[config.mk]
export PLATFORM = sky130hd
export DESIGN_NAME = csb_result
export DESIGN_NICKNAME = d
export VERILOG_FILES = /design/src/design/csb_pkg.sv /design/src/design/csb_result.sv
export SDC_FILE = /design/constraint.sdc
export NUM_CORES = 1
export LEC_CHECK = 0
export ABC_AREA = 1
export ABC_CLOCK_PERIOD_IN_PS = 1700
export CORE_AREA = 10 10 89 91
export DETAILED_ROUTE_END_ITERATION = 10
export DIE_AREA = 0 0 99 101
export DONT_BUFFER_PORTS = 1
export GPL_ROUTABILITY_DRIVEN = 0
export HOLD_SLACK_MARGIN = 0.12
export SLEW_MARGIN = 20
export SYNTH_ARGS = -nofsm -noshare
export SYNTH_HDL_FRONTEND = slang
export SYNTH_SLANG_ARGS = --single-unit
export TNS_END_PERCENT = 100
[constraint.sdc]
create_clock -name clk -period 1.7 [get_ports clk]
set_input_delay 0.255 -clock clk [delete_from_list [all_inputs] [get_ports clk]]
set_output_delay 0.255 -clock clk [all_outputs]
set_load 0.1 [all_outputs]
[src/design/csb_pkg.sv]
// Shared constants, register codes and types for the clipped sprite blitter.
// Depends on nothing; every other design file imports it.
package csb_pkg;

  // Sizing
  localparam int MAX_DIM       = 4096;
  localparam int PALETTE_DEPTH = 256;

  localparam int CNT_W      = $clog2(MAX_DIM);
  localparam int DIM_W      = 13;
  localparam int ORG_W      = 16;
  localparam int COLOR_W    = 32;
  localparam int INDEX_W    = 8;
  localparam int ADDR_W     = 24;
  localparam int CFG_DATA_W = 16;
  localparam int CFG_IDX_W  = 3;
  localparam int PAL_AW     = (PALETTE_DEPTH > 1) ? $clog2(PALETTE_DEPTH) : 1;
  // Width that holds both a clamped sprite size and a counter plus one
  localparam int SZ_W       = (DIM_W > CNT_W + 1) ? DIM_W : CNT_W + 1;
  // Width of a destination column or row (origin plus counter, with carry)
  localparam int POS_W      = ((ORG_W > CNT_W) ? ORG_W : CNT_W) + 1;

  // Configuration register indexes
  localparam logic [CFG_IDX_W-1:0] REG_DEST_WIDTH   = CFG_IDX_W'(0);
  localparam logic [CFG_IDX_W-1:0] REG_DEST_HEIGHT  = CFG_IDX_W'(1);
  localparam logic [CFG_IDX_W-1:0] REG_ORIGIN_X     = CFG_IDX_W'(2);
  localparam logic [CFG_IDX_W-1:0] REG_ORIGIN_Y     = CFG_IDX_W'(3);
  localparam logic [CFG_IDX_W-1:0] REG_SRC_WIDTH    = CFG_IDX_W'(4);
  localparam logic [CFG_IDX_W-1:0] REG_SRC_HEIGHT   = CFG_IDX_W'(5);
  localparam logic [CFG_IDX_W-1:0] REG_PALETTE_MODE = CFG_IDX_W'(6);

  // Item opcodes
  localparam logic OP_PAL_WRITE = 1'b0;
  localparam logic OP_PIXEL     = 1'b1;

  // Configuration register file contents
  typedef struct packed {
    logic [DIM_W-1:0] dest_width;
    logic [DIM_W-1:0] dest_height;
    logic [ORG_W-1:0] origin_x;
    logic [ORG_W-1:0] origin_y;
    logic [DIM_W-1:0] src_width;
    logic [DIM_W-1:0] src_height;
    logic             palette_mode;
  } cfg_t;

  // Destination position of the current source pixel
  typedef struct packed {
    logic [POS_W-1:0] dx;
    logic [POS_W-1:0] dy;
    logic             last;
  } pos_t;

  // Contents of the input stage register
  typedef struct packed {
    logic               pixel;
    logic [COLOR_W-1:0] color;
    logic               pal_hit;
    pos_t               pos;
  } stage_t;

endpackage

[src/design/csb_result.sv]
// Clip, alpha test, color select and address, then the output register.
// Depends on csb_pkg for the stage and configuration types.
module csb_result (
  input  logic                          clk,
  input  logic                          rst,
  input  logic                          advance,
  input  logic                          s1_valid,
  input  csb_pkg::stage_t               s1,
  input  logic [csb_pkg::COLOR_W-1:0]   pal_data,
  input  csb_pkg::cfg_t                 cfg,
  output logic                          out_valid,
  output logic                          write_enable,
  output logic [csb_pkg::ADDR_W-1:0]    dest_address,
  output logic [csb_pkg::COLOR_W-1:0]   pixel_color,
  output logic                          sprite_done
);
  import csb_pkg::*;

  logic [COLOR_W-1:0]       pix;
  logic                     visible, inside_frame, we;
  logic [POS_W+DIM_W-1:0]   row_base;
  logic [ADDR_W-1:0]        addr;

  // Pick the color; test alpha in direct-color mode only
  always_comb begin
    if (cfg.palette_mode) begin
      pix     = s1.pal_hit ? pal_data : '0;
      visible = 1'b1;
    end else begin
      pix     = s1.color;
      visible = (s1.color[COLOR_W-1:COLOR_W-8] != 8'd0);
    end
  end

  // Clip against the frame and form the linear address
  assign inside_frame = (s1.pos.dx < POS_W'(cfg.dest_width)) &&
                        (s1.pos.dy < POS_W'(cfg.dest_height));
  assign we       = s1.pixel && visible && inside_frame;
  assign row_base = s1.pos.dy * (POS_W+DIM_W)'(cfg.dest_width);
  assign addr     = s1.pos.dx[ADDR_W-1:0] + row_base[ADDR_W-1:0];

  // Output valid
  always_ff @(posedge clk) begin
    if (rst) begin
      out_valid <= 1'b0;
    end else if (advance) begin
      out_valid <= s1_valid;
    end
  end

  // Output payload; zero address and color when nothing is written
  always_ff @(posedge clk) begin
    if (advance) begin
      write_enable <= we;
      dest_address <= we ? addr : '0;
      pixel_color  <= we ? pix : '0;
      sprite_done  <= s1.pixel && s1.pos.last;
    end
  end

endmodule

# [After elaboration in Yosys (flattened, before gate mapping)]
# Index checks and enable logic that the tools add are counted.
[op_classes] n_reduce_logical=5 mux=3 n_lt_le_gt_ge=2
[ops] op="$mux W32" count=2
[ops] op="$lt A17 B13 Y1" count=2
[ops] op="$reduce_bool A8 Y1" count=1
[ops] op="$logic_and A1 B1 Y1" count=4
[ops] op="$mux W1" count=1
[totals] wordCells=14 regBits=35 out_inout_bits=59

# [Logic depth before layout (Yosys ltp)]
# Gate-level depths: netlist of the first run.
[logic_depth] depth_word=4 mapped_depth=12 depth_no_buf=11

# [Least setup slack after synthesis of the first run]
# OpenSTA, ideal clock, no wires.
[synth_path] kind="input to register" from="in cfg[67] in the netlist's numbering" to="reg write_enable, data pin" required_ps=1446 path_stages=10 path_buffers=1 slack_ps=161 arrival_ps=1285 setup_time_ps=254 cell_sequence="inv_1 ha_1 nand2_1 nor2_1 nand3_1 nand3_1 nand2_1 nand3_2 buf_6 inv_1"
[synth_via] elab_chain_len=3
[synth_rtl] element="start: declaration" line_no="csb_result.sv:10" text="input csb_pkg::cfg_t cfg,"
[synth_rtl] element="$lt A17 B13 Y1" line_no="csb_result.sv:37" text="(s1.pos.dy < POS_W'(cfg.dest_height));"
[synth_rtl] element="$logic_and A1 B1 Y1" line_no="csb_result.sv:36" text="assign inside_frame = (s1.pos.dx < POS_W'(cfg.dest_width)) &&"
[synth_rtl] element="$logic_and A1 B1 Y1" line_no="csb_result.sv:38" text="assign we = s1.pixel && visible && inside_frame;"
[synth_rtl] element="named net we" line_no="csb_result.sv:20" text="logic visible, inside_frame, we;"
[synth_rtl] element="end signal: assignment" line_no="csb_result.sv:54" text="write_enable <= we;"
[synth_rtl] element="end: declaration" line_no="csb_result.sv:12" text="output logic write_enable,"
# The timed path passes the listed nets, and every way through them passes these cells.
# A chain may end at the register's enable or synchronous reset.

# [Final worst setup path of the first run]
[layout_path] from="in cfg[76] in the netlist's numbering" to="reg pixel_color[15] in the netlist's numbering, data pin"
[layout_via] elab_chain_len=3
[layout_rtl] element="$lt A17 B13 Y1" line_no="csb_result.sv:36"
[layout_rtl] element="$logic_and A1 B1 Y1" line_no="csb_result.sv:36"
[layout_rtl] element="$logic_and A1 B1 Y1" line_no="csb_result.sv:38"
[layout_rtl] element="end signal: assignment" line_no="csb_result.sv:56" text="pixel_color <= we ? pix : '0;"
[layout_rtl] element="end: declaration" line_no="csb_result.sv:14" text="output logic [csb_pkg::COLOR_W-1:0] pixel_color,"
# No other way between the ends.

==> impl_metrics.ini, run 1 <==
[synthesis]
cells_taking_the_most_area_after_synthesis = sky130_fd_sc_hd__edfxtp_1 38%, sky130_fd_sc_hd__ha_1 11%, sky130_fd_sc_hd__inv_1 10%, sky130_fd_sc_hd__a22o_1 8.8%, sky130_fd_sc_hd__buf_4 6.7%
post_synth_instance_area_um2 = 2680
flip_flop_and_latch_count_after_synthesis = 35
syn_area_per_cell_um2 = 8.60
synthCells = 311
synth_largest_area_cell = sky130_fd_sc_hd__edfxtp_1
synth-warning-count = 0
synth.top_cell.area_share_pct = 38.2
sequential_element_share_of_the_synthesized_area_pct = 38.9
synthDistinctLibCells = 24

[clock_tree]
htree_levels = 2
clkTransAtPathRegs_ps = 80
number_of_clock_buffers_inserted_by_tritoncts = 5
post-cts-setup-buffer-count = 0
clk_latency_ps = 280
cts.path.max_buffers = 2
clockRootBuffer = sky130_fd_sc_hd__clkbuf_8
tritoncts_clock_tree = yes
cts.sinks = 35

[route]
vias_per_cell = 4.82
drt-pass1-iter-count = 4
wl_per_cell_um = 17.1
vias = 2059
ant_nets = 0
routed_wl_mm = 7.31
remaining_drc_errors = 0
drtIter0Drc = 51

[power]
ir_drop_uv = 499
power.density_cell_area_nw_per_um2 = 861
finalPower_mw = 2.66
total_leakage_power_nw = 1.54

[critical_path]
critical-path-top-delay-family = simple AND/OR/NAND/NOR gates
timing.critical_path.from_type = input port
timing_worst_setup_path_type = in -> reg
slowest_stage_cell_crit_path = sky130_fd_sc_hd__ha_1
maximum_fanout_encountered_on_the_critical_timing_path = 19
crit_path_end_kind = flop
critPathMostFrequentCell = sky130_fd_sc_hd__nand2_1
cells_along_the_critical_path = inv_1 > ha_1 > nand2_1 > nor2_1 > nand2_1 > nand3_1 > nand2_1 > nand2_1 > nand2_1 > nand3_2 > buf_12 > nor2_2
required_time_of_the_critical_path_ps = 1750
worstPathBufferInverterCount = 2
timing.critical_path.slowest_cell_delay_ps = 290
timing.critical_path.arrival_ps = 1460

[grt]
first_global_vias = 2310
globalRouteOverflowTotal = 0
pin_count_of_the_biggest_net_entering_global_routing = 35
gr-usage-all-layers_pct = 13.6
number_of_antenna_violations_at_the_first_check_in_global_routing = 0
wire_length_of_the_first_global_routing_pass_mm = 10.9

[die]
fp-row-count = 29
initial_utilization_pct = 43.1
dieArea_um2 = 10000
ios = 249
core_area_um2 = 6200
die_width_um = 99
die_h_um = 101

[finish]
stdcell_count = 427
finalNetCount = 563
flow.area_growth_from_synthesis_pct = 15.4
post_route_cells_drive_above_1_share_pct = 22.6
final_util_pct = 49.8
final_cell_area_um2 = 3090
fillCellCount = 588
diode_count = 0

[sta]
rsz0062_at_grt = no
final.setup.worst_slack_ps = 283
maxClockFrequency_ghz = 0.706
finClkSkew_ps = 0
min_period_over_period_pct = 83.4
final_hold_viol_count = 0
max-slew-margin-rel_pct = 42.4
setup_violations = 0
fin_tns_setup_ps = 0
worst_slew_pin_slew_ps = 863
holdWs_ps = 142
finalWorstPathRequiredPeriod_ps = 1420
timing_max_transition_violations_final = 0

[placed_design]
port-buffer-count = 0
dp_hpwl_mm = 6.20
dpl_cell_area_um2 = 2950
dp_cells = 417
dp_slack_ps = -44.5

[outcome]
run_status = finished, final reports clean

[flow_run]
cap_violations = 0

[min_path]
worstHoldPathType = in -> reg
## worst register-to-register path, cell delays in order (launching register included)
cell and delay, ps:
sky130_fd_sc_hd__dfxtp_1 310, sky130_fd_sc_hd__buf_4 280, sky130_fd_sc_hd__mux2i_1 120, sky130_fd_sc_hd__nor2_1 100
## report_power, final
part           leakage, nW  internal, mW  total, mW  switching (mW)
Sequential           0.331         0.986      0.998          0.0116
Clock               0.0581         0.436      0.742           0.306
Combinational         1.15         0.179      0.920           0.742
Total                 1.54          1.60       2.66            1.06
## registers in the layout, summed over array words and instances, names as in the netlist
signal	count
sprite_done	1
out_valid	1
write_enable	1
pixel_color	32
## worst paths after layout
kind	startpoint	endpoint	slack (ps)	depth (start not counted)
max	cfg[76]	pixel_color[15]	280	12
min	s1_valid	out_valid	140	2
max reg2reg	out_valid	out_valid	830	3
min reg2reg	out_valid	out_valid	770	3
## cell type report
type | instances | area, um^2 | share of cell area, %
well taps | 77 | 96.3 | 3.12
multi-input cells | 192 | 1200 | 38.9
flip-flops and latches | 35 | 1040 | 33.7
clock inverters | 3 | 43.8 | 1.42
inverters | 74 | 278 | 9.00
repair buffers | 41 | 360 | 11.7
clock buffers | 5 | 68.8 | 2.23
## synth_stat cells
master	instances
sky130_fd_sc_hd__buf_6	3
sky130_fd_sc_hd__nand3_2	1
sky130_fd_sc_hd__nor2_1	21
sky130_fd_sc_hd__nor3_2	1
sky130_fd_sc_hd__a21o_1	1
sky130_fd_sc_hd__o21ai_0	3
sky130_fd_sc_hd__nor2_2	28
sky130_fd_sc_hd__nor2_4	1
sky130_fd_sc_hd__nand3_1	7
sky130_fd_sc_hd__edfxtp_1	34
sky130_fd_sc_hd__ha_1	24
sky130_fd_sc_hd__o21a_1	1
sky130_fd_sc_hd__a22o_1	27
sky130_fd_sc_hd__a21oi_1	5
sky130_fd_sc_hd__clkbuf_1	1
sky130_fd_sc_hd__conb_1	1
sky130_fd_sc_hd__inv_1	74
sky130_fd_sc_hd__mux2i_1	1
sky130_fd_sc_hd__buf_2	5
sky130_fd_sc_hd__a22oi_1	2
sky130_fd_sc_hd__dfxtp_1	1
sky130_fd_sc_hd__nand2_1	44
sky130_fd_sc_hd__nand3b_1	1
sky130_fd_sc_hd__buf_4	24
## cells in the final DEF, fill, tap and decap left out, types with 2 or more instances in the layout
cell type,Yosys,routed
sky130_fd_sc_hd__inv_1,74,74
sky130_fd_sc_hd__nand2_1,44,44
sky130_fd_sc_hd__buf_4,24,36
sky130_fd_sc_hd__edfxtp_1,34,34
sky130_fd_sc_hd__nor2_2,28,28
sky130_fd_sc_hd__a22o_1,27,27
sky130_fd_sc_hd__ha_1,24,24
sky130_fd_sc_hd__conb_1,1,24
sky130_fd_sc_hd__nor2_1,21,21
sky130_fd_sc_hd__nand3_1,7,7
sky130_fd_sc_hd__a21oi_1,5,5
sky130_fd_sc_hd__clkbuf_8,0,5
sky130_fd_sc_hd__buf_12,0,4
sky130_fd_sc_hd__o21ai_0,3,3
sky130_fd_sc_hd__a22oi_1,2,2
## what timing repair did
item	4_1_cts	5_1_grt
endpoints found under the hold margin	35	0
gates resized for setup	0	0
hold buffers	2	0
## logic make-up after synthesis
| kind of cell | after synthesis | share of synthesized area, % |
|---|---|---|
| flops | 35 | 38.9 |
| compound gates | 39 | 11.5 |
| fa+ha+maj | 24 | 11.2 |
| simple gates | 104 | 18.4 |
| mux | 1 | 0.374 |
| other cells | 1 | 0.140 |
| buf+inv | 107 | 19.5 |
## layer usage
layer,GRT usage [%],share of wire (%)
met5,0,0
met4,5.84,1.8
met3,6.04,11
met2,24.3,51
met1,13.3,37
(Power assumes the default switching activity.)
==> inputs of run 2 (changes only) <==
--- a/config.mk
+++ b/config.mk
@@ -6,10 +6,10 @@
 export NUM_CORES = 1
 export LEC_CHECK = 0
 export ABC_AREA = 1
-export ABC_CLOCK_PERIOD_IN_PS = 1700
-export CORE_AREA = 10 10 89 91
+export ABC_CLOCK_PERIOD_IN_PS = 1300
+export CORE_AREA = 10 10 88 90
 export DETAILED_ROUTE_END_ITERATION = 10
-export DIE_AREA = 0 0 99 101
+export DIE_AREA = 0 0 98 100
 export DONT_BUFFER_PORTS = 1
 export GPL_ROUTABILITY_DRIVEN = 0
 export HOLD_SLACK_MARGIN = 0.12
==> constraint.sdc (replaced) <==
create_clock -name clk -period 1.3 [get_ports clk]
set_input_delay 0.195 -clock clk [delete_from_list [all_inputs] [get_ports clk]]
set_output_delay 0.195 -clock clk [all_outputs]
set_load 0.1 [all_outputs]
==> run 2 against run 1 <==
  * Global-route usage is 0.51 points higher
  * Worst hold slack worse by 120 ps
  * Critical path type unchanged
  * Sequential power is 31% higher
  * Clock-buffer cell count stayed put
  * Clock skew stayed put
  * Cell count is 2.1% higher
  * Largest power group unchanged
  * Register-to-register slack worse by 670 ps
  * Non-clock buffer count is 9 higher
  * First-iteration DRC count is 75% higher
==> impl_metrics.ini, run 2 (synthesis gave the netlist of run 1 again) <==
[outcome]
run_status = finished, final reports clean

[critical_path]
worstRegToRegCells = 3
timing_worst_setup_path_type = in -> reg
timing.critical_path.arrival_ps = 1300
crit_path_end_kind = flop
required_time_of_the_critical_path_ps = 1350
maximum_fanout_encountered_on_the_critical_timing_path = 7
timing.critical_path.from_type = input port

[grt]
number_of_antenna_violations_at_the_first_check_in_global_routing = 0
globalRouteOverflowTotal = 0
first_global_vias = 2278
wire_length_of_the_first_global_routing_pass_mm = 11.2
gr-usage-all-layers_pct = 14.1
pin_count_of_the_biggest_net_entering_global_routing = 36

[die]
fp-row-count = 29
initial_utilization_pct = 43.6
dieArea_um2 = 9800
core_area_um2 = 6130
ios = 249
die_h_um = 100
die_width_um = 98

[placed_design]
dp_hpwl_mm = 6.39
port-buffer-count = 0
dp_cells = 422
dpl_cell_area_um2 = 3120

[min_path]
worstHoldPathType = in -> reg
min_path_cells = 0

[power]
power.density_cell_area_nw_per_um2 = 1010
finalPower_mw = 3.54
ir_drop_uv = 559
total_leakage_power_nw = 1.59

[clock_tree]
cts.sinks = 35
cts.path.max_buffers = 2
htree_levels = 2
clkTransAtPathRegs_ps = 70
clockRootBuffer = sky130_fd_sc_hd__clkbuf_8
clk_latency_ps = 280
number_of_clock_buffers_inserted_by_tritoncts = 5
post_cts_hold_buffer_count = 4
tritoncts_clock_tree = yes

[route]
ant_nets = 0
drtIter0Drc = 89
routed_wl_mm = 7.53
wl_per_cell_um = 17.3
vias = 2092
remaining_drc_errors = 0
vias_per_cell = 4.80
drt-pass1-iter-count = 4

[finish]
post_route_cells_drive_above_1_share_pct = 36.5
flow.area_growth_from_synthesis_pct = 30.8
largest-register = pixel_color
diode_count = 0
stdcell_count = 436
largest_register_ff_count = 32
finalNetCount = 572
final_cell_mix = 59 x sky130_fd_sc_hd__inv_1, 41 x sky130_fd_sc_hd__buf_4, 36 x sky130_fd_sc_hd__nand2_1
fillCellCount = 565
final_cell_area_um2 = 3500
mostFrequentLayoutCell = sky130_fd_sc_hd__inv_1

[flow_run]
cap_violations = 0

[sta]
fin_tns_setup_ps = 0
finalWorstPathRequiredPeriod_ps = 1250
setup_violations = 0
maxClockFrequency_ghz = 0.797
finClkSkew_ps = 0
timing_max_transition_violations_final = 0
final_hold_viol_count = 0
min_period_over_period_pct = 96.5
holdWs_ps = 23.1
[run 2: cell count changes in the layout (fill, tap and decap cells not counted), sizes merged]
| cell | previous run | this run |
|---|---|---|
| dlygate4sd3 | 1 | 4 |
| buf | 40 | 44 |
| clkbuf | 5 | 7 |
[run 2: where the power goes]
part	switching, mW	internal [mW]
logic	0.993	0.298
registers	0.0153	1.29
clock network	0.377	0.561
total	1.39	2.15
[run 2: path summary, 6_finish.rpt]
kind | from | endpoint | slack, ps
min | advance | pixel_color[10] | 20
max | cfg[66] | pixel_color[29] | 50
min reg2reg | out_valid | out_valid | 1070
max reg2reg | out_valid | out_valid | 160
[run 2: worst max-delay path: stages]
cell and delay [ps]:
sky130_fd_sc_hd__inv_1 40, sky130_fd_sc_hd__ha_4 270, sky130_fd_sc_hd__nand2_4 60, sky130_fd_sc_hd__nor2_4 100, sky130_fd_sc_hd__nand3_1 90, sky130_fd_sc_hd__nand3_2 90
sky130_fd_sc_hd__nand2_2 60, sky130_fd_sc_hd__nand3_4 150, sky130_fd_sc_hd__clkbuf_16 190, sky130_fd_sc_hd__nor2_4 40
[run 2: final cells by class]
cell class	instances	area, um^2	area share (%)
multi-input combinational	192	1480	42.4
sequential	35	1040	29.8
timing repair buffer	50	449	12.8
inverter	74	320	9.16
tap	77	96.3	2.75
clock buffer	5	68.8	1.97
clock inverter	3	38.8	1.11
[run 2: per-stage QoR]
| step | utilization, % | setup slack (ps) |
|---|---|---|
| floorplan | - | -124 |
| global placement | 50.9 | -268 |
| detailed placement | 50.9 | -304 |
| CTS | 53.4 | 7.24 |
| global route | 57.0 | -18.5 |
| finish | 57.0 | 45.3 |
[run 2: metal layers]
| metal | wire length, um | vias to the layer above | global-route usage [%] |
|---|---|---|---|
| met3 | 902 | 8 | 7.14 |
| met5 | 0 | - | 0 |
| met4 | 129 | 0 | 5.03 |
| li1 | - | 1036 | - |
| met1 | 2540 | 928 | 13.1 |
| met2 | 3960 | 120 | 26.0 |
[run 2: what timing repair did]
action,4_1_cts,5_1_grt
gates cloned,0,2
setup endpoints to repair,6,33
resized for setup,1,34
pin swaps,0,18
setup buffers,0,0
endpoints found under the hold margin,36,34
