## config.mk

```make
export PLATFORM = sky130hd
export DESIGN_NAME = csb_raster
export DESIGN_NICKNAME = d
export VERILOG_FILES = /design/src/design/csb_pkg.sv /design/src/design/csb_raster.sv
export SDC_FILE = /design/constraint.sdc
export NUM_CORES = 1
export LEC_CHECK = 0
export ABC_AREA = 1
export BUFFER_PORTS_ARGS = -buffer_cell sky130_fd_sc_hd__buf_2
export CAP_MARGIN = 20
export CORE_MARGIN = 3
export CORE_UTILIZATION = 53
export DETAILED_ROUTE_END_ITERATION = 12
export PLACE_DENSITY = 0.83
export SYNTH_ARGS = -nofsm -noshare
export SYNTH_HDL_FRONTEND = slang
export SYNTH_SLANG_ARGS = --single-unit
```

## constraint.sdc

```tcl
create_clock -name clk -period 2.8 [get_ports clk]
set_input_delay 0.14 -clock clk [delete_from_list [all_inputs] [get_ports clk]]
set_output_delay 0.14 -clock clk [all_outputs]
set_load 0.01 [all_outputs]
```

## src/design/csb_pkg.sv

```systemverilog
// Shared constants, register codes and types for the clipped sprite blitter.
// Depends on nothing; every other design file imports it.
package csb_pkg;

  // Sizing
  localparam int MAX_DIM       = 4096;
  localparam int PALETTE_DEPTH = 256;

  localparam int CNT_W      = $clog2(MAX_DIM);
  localparam int DIM_W      = 13;
  localparam int ORG_W      = 16;
  localparam int COLOR_W    = 32;
  localparam int INDEX_W    = 8;
  localparam int ADDR_W     = 24;
  localparam int CFG_DATA_W = 16;
  localparam int CFG_IDX_W  = 3;
  localparam int PAL_AW     = (PALETTE_DEPTH > 1) ? $clog2(PALETTE_DEPTH) : 1;
  // Width that holds both a clamped sprite size and a counter plus one
  localparam int SZ_W       = (DIM_W > CNT_W + 1) ? DIM_W : CNT_W + 1;
  // Width of a destination column or row (origin plus counter, with carry)
  localparam int POS_W      = ((ORG_W > CNT_W) ? ORG_W : CNT_W) + 1;

  // Configuration register indexes
  localparam logic [CFG_IDX_W-1:0] REG_DEST_WIDTH   = CFG_IDX_W'(0);
  localparam logic [CFG_IDX_W-1:0] REG_DEST_HEIGHT  = CFG_IDX_W'(1);
  localparam logic [CFG_IDX_W-1:0] REG_ORIGIN_X     = CFG_IDX_W'(2);
  localparam logic [CFG_IDX_W-1:0] REG_ORIGIN_Y     = CFG_IDX_W'(3);
  localparam logic [CFG_IDX_W-1:0] REG_SRC_WIDTH    = CFG_IDX_W'(4);
  localparam logic [CFG_IDX_W-1:0] REG_SRC_HEIGHT   = CFG_IDX_W'(5);
  localparam logic [CFG_IDX_W-1:0] REG_PALETTE_MODE = CFG_IDX_W'(6);

  // Item opcodes
  localparam logic OP_PAL_WRITE = 1'b0;
  localparam logic OP_PIXEL     = 1'b1;

  // Configuration register file contents
  typedef struct packed {
    logic [DIM_W-1:0] dest_width;
    logic [DIM_W-1:0] dest_height;
    logic [ORG_W-1:0] origin_x;
    logic [ORG_W-1:0] origin_y;
    logic [DIM_W-1:0] src_width;
    logic [DIM_W-1:0] src_height;
    logic             palette_mode;
  } cfg_t;

  // Destination position of the current source pixel
  typedef struct packed {
    logic [POS_W-1:0] dx;
    logic [POS_W-1:0] dy;
    logic             last;
  } pos_t;

  // Contents of the input stage register
  typedef struct packed {
    logic               pixel;
    logic [COLOR_W-1:0] color;
    logic               pal_hit;
    pos_t               pos;
  } stage_t;

endpackage

```

## src/design/csb_raster.sv

```systemverilog
// Raster column and row counters and destination coordinate of each pixel.
// Depends on csb_pkg for widths and the configuration and position types.
module csb_raster (
  input  logic           clk,
  input  logic           rst,
  input  logic           step,
  input  csb_pkg::cfg_t  cfg,
  output csb_pkg::pos_t  pos
);
  import csb_pkg::*;

  localparam logic [SZ_W-1:0] MAX_DIM_V = SZ_W'(MAX_DIM);
  localparam logic [SZ_W-1:0] ONE_V     = SZ_W'(1);

  logic [CNT_W-1:0] col_counter, row_counter;
  logic [SZ_W-1:0]  sw, sh, sw_raw, sh_raw, col_inc, row_inc;
  logic             last_col, last_row;

  // Clamp the sprite size into 1..MAX_DIM
  always_comb begin
    sw_raw = SZ_W'(cfg.src_width);
    sh_raw = SZ_W'(cfg.src_height);
    if (sw_raw == '0) begin
      sw = ONE_V;
    end else if (sw_raw > MAX_DIM_V) begin
      sw = MAX_DIM_V;
    end else begin
      sw = sw_raw;
    end
    if (sh_raw == '0) begin
      sh = ONE_V;
    end else if (sh_raw > MAX_DIM_V) begin
      sh = MAX_DIM_V;
    end else begin
      sh = sh_raw;
    end
  end

  // Detect row and sprite end
  assign col_inc  = SZ_W'(col_counter) + ONE_V;
  assign row_inc  = SZ_W'(row_counter) + ONE_V;
  assign last_col = (col_inc >= sw);
  assign last_row = (row_inc >= sh);

  // Map sprite position into the frame
  assign pos.dx   = POS_W'(cfg.origin_x) + POS_W'(col_counter);
  assign pos.dy   = POS_W'(cfg.origin_y) + POS_W'(row_counter);
  assign pos.last = last_col && last_row;

  // Advance the counters on each source pixel
  always_ff @(posedge clk) begin
    if (rst) begin
      col_counter <= '0;
      row_counter <= '0;
    end else if (step) begin
      if (last_col) begin
        col_counter <= '0;
        if (last_row) begin
          row_counter <= '0;
        end else begin
          row_counter <= row_counter + CNT_W'(1);
        end
      end else begin
        col_counter <= col_counter + CNT_W'(1);
      end
    end
  end

endmodule

```

# Word-level counts from Yosys, hierarchy flattened
# Index checks and enable logic that the tools add are counted.
op_classes:
  reduce_logical: 4
  order_cmp: 4
  mux: 6
  addsub: 6
ops:
  columns: ["op", "count"]
  rows:
  - ["$mux 13", 4]
  - ["$add 16x12->17", 2]
  - ["$add 12x1->13 const B", 2]
  - ["$ge 13x13->1", 2]
  - ["$gt 13x13->1 const B", 2]
  - ["$logic_not 13->1", 2]
  - ["$add 12x1->12 const B", 2]
  - ["$mux 12", 2]
  - ["$reduce_and 2->1", 1]
  - ["$logic_and 1x1->1", 1]
word_totals:
  elab_cells: 22
  in_bits: 88
  out_inout_bits: 35
  reg_bits: 24

# Depth between registers and ports, before layout
# Gate-level depths: netlist of run 1.
depth:
  ltp_word: 5
  depth_mapped: 19
  mapped_depth_nobuf: 18

# Least setup slack after synthesis of run 1
# Ideal clock, no wire load.
synth_timing:
  path_type: "register -> register"
  start: "register col_counter[0]"
  end: "register row_counter[7]"
  arrival_time_ns: 2.219
  path_buffers: 1
  setup_ns: 0.113
  period_less_slack_ns: 2.332
  stages_incl_launch_ff: 18
  required_time_ns: 2.687
  path_slack_ns: 0.468
  cell_sequence: "dfxtp_1 ha_1 nand2_1 nor2_2 nand2_1 xor2_1 ha_1 nand2_1 inv_2 nand2_1 nand2_1 a21oi_2 nand2_4 nand2_4 buf_6 nand2_1 nand2_1 nor2_1"
synth_via:
  elab_chain_len: 3
synth_rtl:
  columns: ["element", "line_no", "source"]
  rows:
  - ["start: declaration", "csb_raster.sv:15", "logic [CNT_W-1:0] col_counter, row_counter;"]
  - ["start signal: assignment", "csb_raster.sv:64", "col_counter <= col_counter + CNT_W'(1);"]
  - ["$add 12x1->13", "csb_raster.sv:40", "assign col_inc = SZ_W'(col_counter) + ONE_V;"]
  - ["$ge 13x13->1", "csb_raster.sv:42", "assign last_col = (col_inc >= sw);"]
  - ["$reduce_and 2->1 (no source line)", null, null]
  - ["end signal: assignment", "csb_raster.sv:61", "row_counter <= row_counter + CNT_W'(1);"]
  - ["end: declaration", "csb_raster.sv:15", null]
# No other way between the ends.
# A chain may end at the register's enable or synchronous reset.

==> results of run 1 <==
path summary, 6_finish.rpt:
| kind | from | to | slack [ns] | cells after the start |
|---|---|---|---|---|
| worst min register to register | col_counter[7]$_SDFFE_PP0P_ | col_counter[7]$_SDFFE_PP0P_ | 0.55 | 2 |
| worst min-delay path | rst | col_counter[1]$_SDFFE_PP0P_ | 0.21 | 2 |
| worst max register to register | row_counter[0]$_SDFFE_PP0P_ | row_counter[2]$_SDFFE_PP0P_ | 0.24 | 16 |
| worst max-delay path | col_counter[0]$_SDFFE_PP0P_ | pos[0] | 0.13 | 15 |
cell type report:
cell class,instances,share of cell area (%)
Clock inverter,1,0.672
Sequential cell,24,11.1
Tap cell,93,2.60
Timing Repair Buffer,103,12.0
Multi-Input combinational cell,507,65.4
Inverter,88,7.39
Clock buffer,3,0.924
cell families after synthesis:
logic type | after synthesis | synth area share (%)
compound gates | 73 | 11.1
buf+inv | 97 | 10.5
xor+xnor | 30 | 7.22
simple gates | 350 | 39.9
flops | 24 | 12.8
fa+ha+maj | 54 | 18.5
state kept, by name, summed over array words and instances, names as in the netlist:
name and count:
col_counter 12, row_counter 12
routing by layer:
metal / share of wire [%] / track usage [%]
met1: 47 / 31.1
met2: 44 / 37.1
met3: 7.1 / 1.59
met4: 1.7 / 7.40
met5: 0 / 0
worst register-to-register path: cells and delay by family (launching register included):
kind                       cells  cell delay [ns]
buffers and inverters          1             0.07
xor gates and xnor gates       1             0.18
DFF                            1             0.40
AOI/OAI and AO/OA              1             0.15
and+or+nand+nor               11             1.17
adders and majority gates      2             0.53
Yosys cell counts, types with 2 or more instances:
cell	instances	area [sq um]
nor3_2	2	20.0
nor2_2	2	12.5
o21ai_0	10	50.1
a31oi_1	3	18.8
nand3_2	3	30.0
inv_1	86	323
o21ai_1	2	10.0
nand2_1	194	728
xor2_1	20	175
dfxtp_1	24	480
buf_6	3	33.8
a21o_1	9	67.6
nand3_1	29	145
nand4_1	20	125
buf_2	2	10.0
inv_2	2	7.51
fa_1	2	40.0
nand2_4	2	22.5
clkbuf_1	3	11.3
ha_1	52	651
nor2_1	82	308
nand2_2	4	25.0
xnor2_1	9	78.8
nor4_1	7	43.8
o21ai_2	2	17.5
a21oi_2	2	17.5
nor3_1	4	20.0
a21oi_1	41	205
where the power goes:
group | switching [mW] | total (mW) | leakage, nW | internal, mW
Clock | 0.124 | 0.316 | 0.0357 | 0.191
Sequential | 0.00755 | 0.354 | 0.198 | 0.346
Combinational | 0.201 | 0.340 | 2.36 | 0.139
what timing repair did:
action,CTS,global route
setup buffers,0,3
resized for setup,0,23
hold endpoints to repair,0,0
endpoints found under the setup margin,0,13
==> results_dict.tcl, run 1 <==
set metrics [dict create \
    register_area_sq_um 494 \
    ios 123 \
    vdd_drop_max_mv 0.181 \
    final_cell_mix "192 x nand2_1, 95 x buf_2, 84 x inv_1" \
    hold_violations 0 \
    gp_congestion 0.896 \
    fin_worst_skew_ns 0.00641 \
    power_leakage_nw 2.59 \
    hold_buffers 0 \
    async_flop_share_pct 0 \
    post_drt_via_cell_ratio 5.30 \
    clk_pin_slew_ns 0.10 \
    n_fill_cell 596 \
    finalSetupViolCount 0 \
    antenna_found_initial 0 \
    tightest_slew_ns 0.426 \
    drc 0 \
    grt_max_degree 25 \
    nNetsFinal 869 \
    post-route-period-util_pct 95.4 \
    cp_data_required_time_ns 2.66 \
    crit_fanout 3 \
    outcome "finished, final reports clean" \
    dr.pass1.iters 6 \
    p_per_area_nw_per_um2 226 \
    synthFlopType "dfxtp_1" \
    slew_viol_final 0 \
    initial_core_util_pct 56.7 \
    drt_iter0_markers 289 \
    post-route-util_pct 67.7 \
    syn_inst 628 \
    grt_overflow 0 \
    yosysSeqAreaShare_pct 12.8 \
    worst_skew_pair.late_latency_ns 0.28 \
    io_buffer_count 95 \
    numCtsBuffers 3 \
    syn_area_sq_um 3740 \
    start_kind "flop" \
    cp_cell_sequence "ha_4 -> nand2_2 -> nor2_4 -> nand2_2 -> xor2_2 -> ha_1 -> nand2_1 -> inv_2 -> nand3_2 -> nor3_4 -> nand2_2 -> nand2_4 -> inv_1 -> a31oi_1 -> buf_2" \
    wl_mm 9.87 \
    die_w_um 90.0 \
    wl_per_cell_um 12.0 \
    post-place-ws_ns 0.213 \
    worst_slack_ns 0.128 \
    synthToLayoutAreaGrowth_pct 19.4 \
    fin_cells 819 \
    grt_pass1_vias 3837 \
    cts_sinks 24 \
    synthDistinctLibCells 35 \
    path_common_cell "nand2_2" \
    syn_avg_cell_area_sq_um 5.96 \
    finalPower_mw 1.01 \
    ant_nets 0 \
    max_slew_margin_pct 71.6 \
    max_stage_delay_ns 0.38 \
    layout_commonest_cell "nand2_1" \
    dieArea_sq_um 8110 \
    core_area_sq_um 6600 \
    grt_pass1_wl_mm 16.1 \
    post_dp_cell_area_sq_um 4310 \
    yosysWarnings 0 \
    synth-seq-cells 24 \
    multi_input_area_sq_um 2920 \
    dp.cells 812 \
    row_count 29 \
    drive_gt1_share_pct 20.2 \
    fin_tns_setup_ns 0 \
    track_usage_pct 22.5 \
    hold_ws_ns 0.214 \
    cap_violations 0 \
    synth_edf_count 0 \
    cp.arrival_ns 2.53 \
    cts_tree "yes" \
    cp_top_family "simple AND/OR/NAND/NOR gates" \
    fmax_mhz 374 \
    final_cell_area_sq_um 4470 \
    cp_num_buf_inv 3 \
    syn_nets 770 \
    layout_min_cycle_time_ns 2.67 \
    end_kind "output pin" \
    vias 4342 \
    diodes 0 \
    root_buffer "clkbuf_8" \
    hp-class "input port to flop" \
    ctsHtreeMaxLevel 1 \
    die_h_um 90.0 \
    setup.worst_path.class "flop to output pin" \
    clk_path_buf_depth 2 \
    crit_slowest_cell "dfxtp_2" \
    hpwl_mm 7.90 \
]
Note: power is estimated with default switching activity, not from simulation.
==> run 2: changes to the inputs <==
--- a/config.mk
+++ b/config.mk
@@ -5,13 +5,13 @@
 export SDC_FILE = /design/constraint.sdc
 export NUM_CORES = 1
 export LEC_CHECK = 0
-export ABC_AREA = 1
 export BUFFER_PORTS_ARGS = -buffer_cell sky130_fd_sc_hd__buf_2
 export CAP_MARGIN = 20
 export CORE_MARGIN = 3
-export CORE_UTILIZATION = 53
+export CORE_UTILIZATION = 51
 export DETAILED_ROUTE_END_ITERATION = 12
-export PLACE_DENSITY = 0.83
+export PLACE_DENSITY = 0.82
+export SKIP_LAST_GASP = 1
 export SYNTH_ARGS = -nofsm -noshare
 export SYNTH_HDL_FRONTEND = slang
 export SYNTH_SLANG_ARGS = --single-unit
==> results_dict.tcl, run 2 <==
set metrics [dict create \
    outcome "finished with violations" \
    violations "setup timing" \
    top_usage_layer "met2" \
    nNetsFinal 705 \
    drive_gt1_share_pct 33.6 \
    vdd_drop_max_mv 0.185 \
    finalSetupViolCount 2 \
    finalPower_mw 0.955 \
    tightest_slew_ns 0.453 \
    rsz0062_at_grt "yes" \
    initial_core_util_pct 54.0 \
    synthFlopType "dfxtp_1" \
    n_fill_cell 486 \
    final_cell_area_sq_um 4330 \
    cp_data_required_time_ns 2.66 \
    syn_avg_cell_area_sq_um 7.53 \
    max_slew_margin_pct 69.8 \
    synth-seq-cells 24 \
    syn_area_sq_um 3290 \
    layout_min_cycle_time_ns 2.87 \
    top_regs "col_counter (12), row_counter (12)" \
    p_per_area_nw_per_um2 221 \
    drc 0 \
    ios 123 \
    io_buffer_count 95 \
    fin_worst_skew_ns 0.00609 \
    core_area_sq_um 6100 \
    wl_per_cell_um 14.6 \
    multi_input_area_sq_um 2820 \
    die_h_um 86.3 \
    cts_sinks 24 \
    dieArea_sq_um 7450 \
    yosysWarnings 0 \
    row_count 28 \
    die_w_um 86.3 \
    post_dp_cell_area_sq_um 4010 \
    yosys-top-cells-count "59 x nand2_1, 52 x ha_1, 28 x nor2_1" \
    end_kind "output pin" \
    synth_top_area_share_pct 19.8 \
    hpwl_mm 7.18 \
    drt_iter0_markers 161 \
    gp_congestion 0.846 \
    worst_skew_pair.late_latency_ns 0.27 \
    cp.arrival_ns 2.73 \
    synthDistinctLibCells 56 \
    reg2reg_slack_ns -0.03 \
    synth.most_common_cell "nand2_1" \
    hold_violations 0 \
    layout_commonest_cell "buf_2" \
    numCtsBuffers 3 \
    slew_viol_final 0 \
    cts_tree "yes" \
    synth_area_leaders "ha_1 20%, dfxtp_1 15%, xnor2_1 6.9%" \
    antenna_found_initial 0 \
    register_area_sq_um 493 \
    start_kind "flop" \
    power_leakage_nw 2.17 \
    netlist.top_cell.by_area "ha_1" \
    clk_pin_slew_ns 0.09 \
    final_cell_mix "95 x buf_2, 59 x nand2_1, 50 x ha_1" \
    hp-class "input port to flop" \
    track_usage_pct 24.0 \
    grt_use_met1_pct 30.7 \
    syn_inst 437 \
    grt_max_degree 22 \
    ant_nets 0 \
    async_flop_share_pct 0 \
    setup.worst_path.class "flop to output pin" \
    wl_mm 9.33 \
    yosysSeqAreaShare_pct 14.6 \
    grt_pass1_wl_mm 14.9 \
    synth_edf_count 0 \
    post_drt_via_cell_ratio 5.73 \
    worst_slack_ns -0.0699 \
    crit_fanout 3 \
    gr-usage-met2_pct 42.9 \
    clk_path_buf_depth 2 \
    hold_buffers 0 \
    ctsHtreeMaxLevel 1 \
    vias 3652 \
    grt_pass1_vias 3465 \
    fmax_mhz 348 \
    cap_violations 0 \
    syn_nets 579 \
    root_buffer "clkbuf_8" \
    post-route-period-util_pct 102 \
    grt_overflow 0 \
    diodes 0 \
    synthToLayoutAreaGrowth_pct 31.6 \
    met3_usage_pct 2.66 \
    dr.pass1.iters 7 \
]
## run 2: worst max-delay path, stage by stage (launching register included)
cell and delay, ns:
dfxtp_2 0.34, and3_4 0.18, and3_4 0.19, and2_4 0.19, nand4_4 0.11, xnor2_2 0.17
ha_1 0.31, and3_4 0.19, o21ai_2 0.05, o21ai_2 0.17, a31oi_4 0.06, buf_6 0.14
buf_6 0.11, a21oi_2 0.09, buf_2 0.14
## run 2: worst paths after layout
check / start / to / depth (start not counted)
max: col_counter[3]$_SDFFE_PP0P_ / pos[0] / 14
min: step / col_counter[1]$_SDFFE_PP0P_ / 3
max reg2reg: col_counter[3]$_SDFFE_PP0P_ / row_counter[5]$_SDFFE_PP0P_ / 14
min reg2reg: row_counter[11]$_SDFFE_PP0P_ / row_counter[11]$_SDFFE_PP0P_ / 2
## run 2: routing by layer
metal	part of all wire (%)	wire (um)
met2	49	4590
met4	1.6	145
met5	0	0
met1	44	4140
met3	5.0	464
## run 2: per-stage QoR
step                hold slack [ns]  setup TNS, ns  worst slack [ns]  utilization (%)  cells
finish                        0.284        -0.0973           -0.0699             71.0    637
detailed placement            0.506        -0.0674           -0.0390             65.7    622
global route                  0.316         -0.724            -0.158             71.0    637
global placement              0.493              0            0.0517             65.7    622
CTS                           0.269        -0.0272           -0.0272             68.6    632
floorplan                     0.360              0            0.0618                -    437
## run 2: what timing repair did
item,in CTS,in global routing
resized for setup,18,30
buffers inserted,6,5
pin swaps,10,19
setup endpoints to repair,12,29
## run 2: final cells by class
cell class | count | area share (%)
Sequential cell | 24 | 11.4
Clock inverter | 1 | 0.694
Tap cell | 75 | 2.17
Clock buffer | 3 | 0.954
Inverter | 20 | 1.73
Timing Repair Buffer | 132 | 18.0
Multi-Input combinational cell | 382 | 65.0
## run 2: where the power goes
group / switching [mW] / internal (mW) / total, mW
logic: 0.161 / 0.136 / 0.298
registers: 0.00390 / 0.343 / 0.347
clock network: 0.119 / 0.191 / 0.311
## run 2: kinds of logic (layout without fill, tap and decap cells)
kind of cell | after synthesis | count (layout) | synth area share, %
muxes | 1 | 1 | 0.304
adders and majority gates | 54 | 54 | 21.0
DFF | 24 | 24 | 14.6
and+or+nand+nor | 178 | 178 | 26.7
xor gates and xnor gates | 41 | 41 | 11.4
AOI/OAI and AO/OA | 108 | 108 | 21.8
buffers and inverters | 31 | 156 | 4.15
==> run 3: changes to the inputs <==
==> constraint.sdc (replaced) <==
create_clock -name clk -period 2.87 [get_ports clk]
set_input_delay 0.1435 -clock clk [delete_from_list [all_inputs] [get_ports clk]]
set_output_delay 0.1435 -clock clk [all_outputs]
set_load 0.01 [all_outputs]
==> results_dict.tcl, run 3 (synthesized netlist as in run 2, its figures left out) <==
set metrics [dict create \
    outcome "finished, final reports clean" \
    start_kind "flop" \
    cp_data_required_time_ns 2.73 \
    wl_per_cell_um 14.7 \
    worst_skew_pair.late_latency_ns 0.27 \
    hold_buffers 0 \
    hold_violations 0 \
    initial_core_util_pct 54.0 \
    nNetsFinal 702 \
    hpwl_mm 7.39 \
    root_buffer "clkbuf_8" \
    crit_fanout 4 \
    hp-class "input port to flop" \
    wl_mm 9.29 \
    slew_viol_final 0 \
    drt_iter0_markers 185 \
    n_fill_cell 474 \
    power_leakage_nw 2.14 \
    drive_gt1_share_pct 32.6 \
    cap_violations 0 \
    die_h_um 86.3 \
    post_drt_via_cell_ratio 5.74 \
    diodes 0 \
    io_buffer_count 95 \
    top_regs "col_counter (12), row_counter (12)" \
    ant_nets 0 \
    dr.pass1.iters 5 \
    cp.arrival_ns 2.68 \
    p_per_area_nw_per_um2 217 \
    row_count 28 \
    numCtsBuffers 3 \
    clk_pin_slew_ns 0.10 \
    max_slew_margin_pct 72.1 \
    rr_endpoint "col_counter[2]$_SDFFE_PP0P_" \
    grt_max_degree 22 \
    cts_sinks 24 \
    finalSetupViolCount 0 \
    end_kind "output pin" \
    post_dp_cell_area_sq_um 3970 \
    final_cell_area_sq_um 4290 \
    cts_tree "yes" \
    critPathLaunch "col_counter[3]$_SDFFE_PP0P_" \
    tightest_slew_ns 0.418 \
    ctsHtreeMaxLevel 1 \
    core_area_sq_um 6100 \
    dp.cells 619 \
    gp_congestion 0.829 \
    r2r.worst_path.cells 15 \
    fmax_mhz 354 \
    fin_cells 634 \
    r2r-start "col_counter[3]$_SDFFE_PP0P_" \
    post-route-period-util_pct 98.3 \
    setup.worst_path.class "flop to output pin" \
    final_cell_mix "95 x buf_2, 58 x nand2_1, 50 x ha_1" \
    grt_overflow 0 \
    grt_pass1_vias 3517 \
    ios 123 \
    fin_worst_skew_ns 0.00796 \
    track_usage_pct 24.0 \
    rsz0062_at_grt "yes" \
    layout_min_cycle_time_ns 2.82 \
    grt_pass1_wl_mm 15.1 \
    dieArea_sq_um 7450 \
    clk_path_buf_depth 2 \
    cp-endpoint "pos[0]" \
    antenna_found_initial 0 \
    die_w_um 86.3 \
    vias 3636 \
    synthToLayoutAreaGrowth_pct 30.3 \
    reg2reg_slack_ns 0.11 \
    vdd_drop_max_mv 0.262 \
    drc 0 \
    layout_commonest_cell "buf_2" \
]
-- run 3: final cells by class --
class	count	area [sq um]	area share, %
clock buffers	3	41.3	0.964
clock inverters	1	30.0	0.701
inverters	20	75.1	1.75
multi-input cells	382	2800	65.3
flip-flops and latches	24	497	11.6
well taps	75	93.8	2.19
repair buffers	129	749	17.5
-- run 3: worst min path at each step --
stage,cells past startpoint,to,from
2_1_floorplan,1,pos[14],cfg[40]
3_3_place_gp,2,row_counter[8]$_SDFFE_PP0P_,row_counter[8]$_SDFFE_PP0P_
3_5_place_dp,2,col_counter[7]$_SDFFE_PP0P_,col_counter[7]$_SDFFE_PP0P_
4_1_cts,2,col_counter[2]$_SDFFE_PP0P_,rst
5_1_grt,3,col_counter[7]$_SDFFE_PP0P_,step
6_report,2,col_counter[2]$_SDFFE_PP0P_,rst
-- run 3: critical path, cell delays in order (launching register included) --
cell and delay (ns):
dfxtp_2 0.33, and3_4 0.21, and3_4 0.19, and2_4 0.18, nand4_4 0.12, xnor2_2 0.17, ha_1 0.30, a21o_1 0.17
a21oi_2 0.14, o21ai_2 0.09, a31oi_4 0.19, buf_6 0.14, a21oi_2 0.03, buf_2 0.14
-- run 3: what timing repair did --
item	in CTS	in global routing
setup buffers	2	10
hold endpoints to repair	0	0
endpoints found under the setup margin	3	28
pin swaps	2	18
gates resized for setup	9	36
-- run 3: per-layer routing --
metal	part of all wire (%)	GRT usage, %	vias up
li1	-	-	1819
met1	44	30.7	1675
met5	0	0	-
met4	1.2	5.67	0
met2	48	42.9	128
met3	6.4	2.95	14
-- run 3: power breakdown --
part,internal [mW],total [mW],switching (mW)
clock,0.187,0.307,0.120
sequential,0.333,0.337,0.00397
combinational,0.130,0.286,0.156
-- run 3: stage by stage --
step	hold slack (ns)	setup TNS (ns)	utilization, %	worst slack, ns	total power [mW]
after detailed placement	0.518	0	65.1	0.0139	0.621
after global routing	0.318	-0.105	70.3	-0.0546	0.971
after CTS	0.263	0	67.1	0.00156	0.923
after global placement	0.502	0	65.1	0.101	0.610
after floorplan	0.367	0	-	0.132	0.503
final	0.280	0	70.3	0.0488	0.930
